===== config.mk =====
export PLATFORM = sky130hd
export DESIGN_NAME = pacmd_mod
export DESIGN_NICKNAME = d
export VERILOG_FILES = /design/src/sv/pacmd_pkg.sv /design/src/sv/pacmd_mod.sv
export SDC_FILE = /design/constraint.sdc
export NUM_CORES = 1
export LEC_CHECK = 0
export BUFFER_PORTS_ARGS = -buffer_cell sky130_fd_sc_hd__buf_2
export CAP_MARGIN = 20
export CORE_MARGIN = 2
export CORE_UTILIZATION = 53
export DETAILED_ROUTE_END_ITERATION = 10
export PLACE_DENSITY = 0.77
export SETUP_SLACK_MARGIN = 0.5
export SLEW_MARGIN = 25
export SYNTH_ARGS = -nofsm -noshare
export SYNTH_HDL_FRONTEND = slang
export SYNTH_SLANG_ARGS = --single-unit
export TNS_END_PERCENT = 50

===== constraint.sdc =====
create_clock -name clk -period 26.5 [get_ports clk]
set_clock_uncertainty 0.15 [all_clocks]
set_input_delay 2.65 -clock clk [delete_from_list [all_inputs] [get_ports clk]]
set_output_delay 2.65 -clock clk [all_outputs]
set_load 0.05 [all_outputs]

===== src/sv/pacmd_pkg.sv =====
// Shared types and constants of the pileup allele counter.
package pacmd_pkg;

  localparam int KEY_W = 64;
  localparam int POS_W = 31;
  localparam int QUAL_W = 8;
  localparam int COUNT_W = 32;
  localparam int STATUS_W = 3;
  localparam int CFG_IDX_W = 3;
  localparam int CFG_DATA_W = 31;
  localparam int CAP_W = 9;
  localparam int EPOCH_W = 8;
  localparam int MOD_BITS = 8;
  localparam int MOD_CYC_W = $clog2(KEY_W / MOD_BITS);

  localparam logic [QUAL_W-1:0] QUAL_MISSING = 8'hff;

  localparam logic [STATUS_W-1:0] ST_OK = 3'd0;
  localparam logic [STATUS_W-1:0] ST_BAD_ARG = 3'd1;
  localparam logic [STATUS_W-1:0] ST_BAD_PILEUP = 3'd2;
  localparam logic [STATUS_W-1:0] ST_OVERFLOW = 3'd3;
  localparam logic [STATUS_W-1:0] ST_EXHAUSTED = 3'd4;

  localparam logic [CFG_IDX_W-1:0] REG_ALLELE_A = 3'd0;
  localparam logic [CFG_IDX_W-1:0] REG_ALLELE_B = 3'd1;
  localparam logic [CFG_IDX_W-1:0] REG_MIN_QUAL = 3'd2;
  localparam logic [CFG_IDX_W-1:0] REG_OVERLAP = 3'd3;
  localparam logic [CFG_IDX_W-1:0] REG_SITE_POS = 3'd4;
  localparam logic [CFG_IDX_W-1:0] REG_MAX_ENTRIES = 3'd5;

  typedef struct packed {
    logic              is_gap;
    logic              record_ok;
    logic [3:0]        base_code;
    logic [QUAL_W-1:0] base_quality;
    logic              secondary_read;
    logic              same_contig;
    logic [POS_W-1:0]  read_start;
    logic [POS_W-1:0]  read_end;
    logic [POS_W-1:0]  mate_start;
    logic [KEY_W-1:0]  name_key;
    logic              last_of_site;
  } in_item_t;

  typedef struct packed {
    logic [COUNT_W-1:0]  count_a;
    logic [COUNT_W-1:0]  count_b;
    logic [COUNT_W-1:0]  count_other;
    logic [STATUS_W-1:0] status;
  } out_item_t;

endpackage


===== src/sv/pacmd_mod.sv =====
// Multi-cycle unit that reduces a 64-bit key modulo a small modulus.
module pacmd_mod
  import pacmd_pkg::*;
#(
  parameter int REM_W = 9
) (
  input  logic             clk,
  input  logic             rst,
  input  logic             start,
  input  logic [KEY_W-1:0] key,
  input  logic [REM_W-1:0] modulus,
  output logic             done,
  output logic [REM_W-1:0] rem
);

  logic [KEY_W-1:0]     sh;
  logic [REM_W-1:0]     md;
  logic [MOD_CYC_W-1:0] cnt;
  logic                 busy;
  logic [REM_W-1:0]     rem_next;

  // Restoring reduction of eight key bits per cycle, most significant first.
  always_comb begin
    logic [REM_W:0] t;
    rem_next = rem;
    for (int i = 0; i < MOD_BITS; i++) begin
      t = {rem_next, sh[KEY_W-1-i]};
      if (t >= {1'b0, md}) begin
        t = t - {1'b0, md};
      end
      rem_next = t[REM_W-1:0];
    end
  end

  always_ff @(posedge clk) begin
    if (rst) begin
      busy <= 1'b0;
      done <= 1'b0;
      cnt  <= '0;
    end else begin
      done <= 1'b0;
      if (start) begin
        busy <= 1'b1;
        cnt  <= '0;
      end else if (busy) begin
        cnt <= cnt + 1'b1;
        if (cnt == '1) begin
          busy <= 1'b0;
          done <= 1'b1;
        end
      end
    end
  end

  always_ff @(posedge clk) begin
    if (start) begin
      sh  <= key;
      md  <= modulus;
      rem <= '0;
    end else if (busy) begin
      sh  <= sh << MOD_BITS;
      rem <= rem_next;
    end
  end

endmodule

==> metrics.md <==
| Metric | Value |
|---|---|
| Chip height | `124.6 um` |
| Initial DRT Pass Iterations | `8` |
| Final min period | `19.41 ns` |
| Worst slew pin tran | `0.7991 ns` |
| Via count | `6351` |
| Status | `completed` |
| Largest net degree at the start of global routing | `60` |
| Cell area after synthesis | `0.007710 sq mm` |
| Top-count cell post-synth | `ha_1` |
| Clock root cell | `clkbuf_16` |
| Max-slew headroom at the worst pin | `46.73%` |
| Cell mode on critical path | `a21oi_1` |
| Number of CTS-inserted buffers | `9` |
| Die area | `0.01553 sq mm` |
| Seq cells post-synth | `87` |
| Max-cap violations | `0` |
| IO Pins | `86` |
| Synth area leaders | `edfxtp_1, ha_1, mux2_2` |
| CTS tree | `done` |
| Slowest-stage cell, CP | `a21oi_1` |
| Wire length of the first global-routing pass | `29740 um` |
| Tcrit/Tclk final | `73.23%` |
| Seq/Total Area, Yosys | `32.07%` |
| Setup bufs post-CTS | `0` |
| Post-cts sizing count | `0` |
| Gr usage total | `23.54%` |
| CTS Hold Bufs | `0` |
| Routed WL | `18410 um` |
| Critical path buffers and inverters | `5` |
| Setup Crit Path Kind | `register to register` |
| Initial antenna violation count | `0` |
| Row count | `44` |
| N_diodes | `0` |
| Syn Inst Count | `790` |
| Vias in the first global route | `6232` |
| DRT antenna net count | `0` |
| Post-synth EDFFs | `73` |
| Tightest Hold Check Type | `register to register` |
| Maximum clock path buffer count | `2` |
| GRT overflow | `0` |
| Post-Syn Area per Cell | `9.759 sq um` |
| Startpoint types | `register` |
| Critical path arrival | `19.49 ns` |
| Syn-to-layout area delta | `11.59%` |
| Clock transition at the registers of the reported paths | `0.07 ns` |
| Share of cells above drive strength 1 | `22.62%` |
| Clock sink count | `87` |
| Sum Neg Setup Slack | `0 ns` |
| Clock latency on the worst-skew pair | `0.34 ns` |
| CP required | `26.59 ns` |
| Drt wl/cell | `17.45 um` |
| Count of final setup violators | `0` |
| DRC | `0` |
| Final net count | `1024` |
| Fill cells | `1239` |
| Asr flop ratio synth | `0%` |
| Synth top cells by count | `ha_1, edfxtp_1, mux2_2, nand2_1, a21oi_1` |
| Critical Path Sink Type | `register` |
| Drt via density | `6.020` |
| GPL Wtd Cong | `0.9673` |
| Syn Nets | `948` |
| Port buffer count | `85` |
| Starting Density | `53.66%` |
| Main synth FF type | `edfxtp_1` |
| Placed cells | `1039` |
| Yosys cell types | `74` |
| H-Tree Depth | `3` |
| Detail Placement HPWL | `14030 um` |
| RSZ-0062 raised after global routing | `false` |
| Core region area | `0.01437 sq mm` |
| Synth top area share | `28.43%` |
| Max incr delay on CP | `0.66 ns` |
| Iter 0 DRT Violations | `410` |
| Synth warn | `0` |
| Max-slew violation count | `0` |
| FMAX | `51.53 MHz` |
| Die X-Extent | `124.6 um` |
| Post-Layout Cell Count | `1055` |
| Fin. Hold Viols | `0` |
| Largest area contributor in the netlist | `edfxtp_1` |
| Kind of cell adding the most delay to the critical path | `compound AO/OA/AOI/OAI gates` |
| CP max FO | `17` |
-- kinds of logic after synthesis --
| family | after synthesis | share of synthesized area [%] |
|---|---|---|
| AO/OA/AOI/OAI | 200 | 17.80 |
| XOR/XNOR | 48 | 5.453 |
| flip-flops | 87 | 32.07 |
| buffers and inverters | 75 | 3.960 |
| AND/OR/NAND/NOR | 210 | 13.81 |
| multiplexers | 88 | 12.82 |
| adder cells (fa/ha/maj) | 82 | 14.09 |
-- per-layer routing --
metal | vias up | part of all wire [%] | global-route usage, %
li1 | 3089 | - | -
met1 | 2999 | 42 | 29.01
met2 | 216 | 48 | 39.76
met3 | 47 | 6.4 | 5.326
met4 | 0 | 3.0 | 9.848
met5 | - | 0 | 0
-- cells in the final DEF, fill, tap and decap left out, types with 10 or more instances in the layout --
cell type   n
a211oi_1   12
a21o_1     19
a21oi_1    56
and2_1     10
buf_2      84
dfxtp_1    14
edfxtp_1   73
ha_1       74
inv_1      52
mux2_2     68
mux2i_1    17
nand2_1    57
nand2b_1   10
nand4_1    12
nor2_1     54
nor2b_1    14
nor3_1     17
o21ai_0    35
xnor2_1    31
xor2_1     17
-- area by class of cell --
| cell class | instances | area (sq um) | area share (%) |
|---|---|---|---|
| timing repair buffer | 87 | 442.9 | 5.148 |
| sequential | 87 | 2472 | 28.74 |
| tap | 184 | 230.2 | 2.676 |
| clock buffer | 9 | 225.2 | 2.618 |
| clock inverter | 7 | 101.3 | 1.178 |
| multi-input combinational | 628 | 4932 | 57.33 |
| inverter | 53 | 198.9 | 2.312 |
-- state kept, by name, summed over array words and instances, names as in the netlist --
name / flops
md: 9
rem: 9
busy: 1
done: 1
cnt: 3
sh: 64
-- through the flow --
stage | util [%] | worst slack, ns | hold WS (ns) | area (sq um)
4_1_cts | 59.87 | 7.226 | 0.3926 | 8603
5_1_grt | 59.87 | 5.359 | 0.4131 | 8603
2_1_floorplan | - | 9.447 | 0.3471 | 7710
6_report | 59.87 | 7.094 | 0.3895 | 8603
3_5_place_dp | 57.60 | 7.472 | 0.3765 | 8277
3_3_place_gp | 57.60 | 7.925 | 0.3779 | 8277
-- final timing paths --
| check | startpoint | slack [ns] | endpoint | depth (start not counted) |
|---|---|---|---|---|
| worst min-delay path | cnt[2] | 0.39 | cnt[2] | 2 |
| worst max register to register | md[1] | 7.09 | rem[5] | 75 |
| worst min register to register | cnt[2] | 0.39 | cnt[2] | 2 |
| worst max-delay path | md[1] | 7.09 | rem[5] | 75 |
-- worst min-delay path: stages, from the launching register on --
cell and delay (ns):
dfxtp_1 0.32, mux2i_1 0.12, nor3_1 0.05
Power is not shown: default switching activity piles up to over one toggle a cycle in this logic, so the estimate is an artifact.
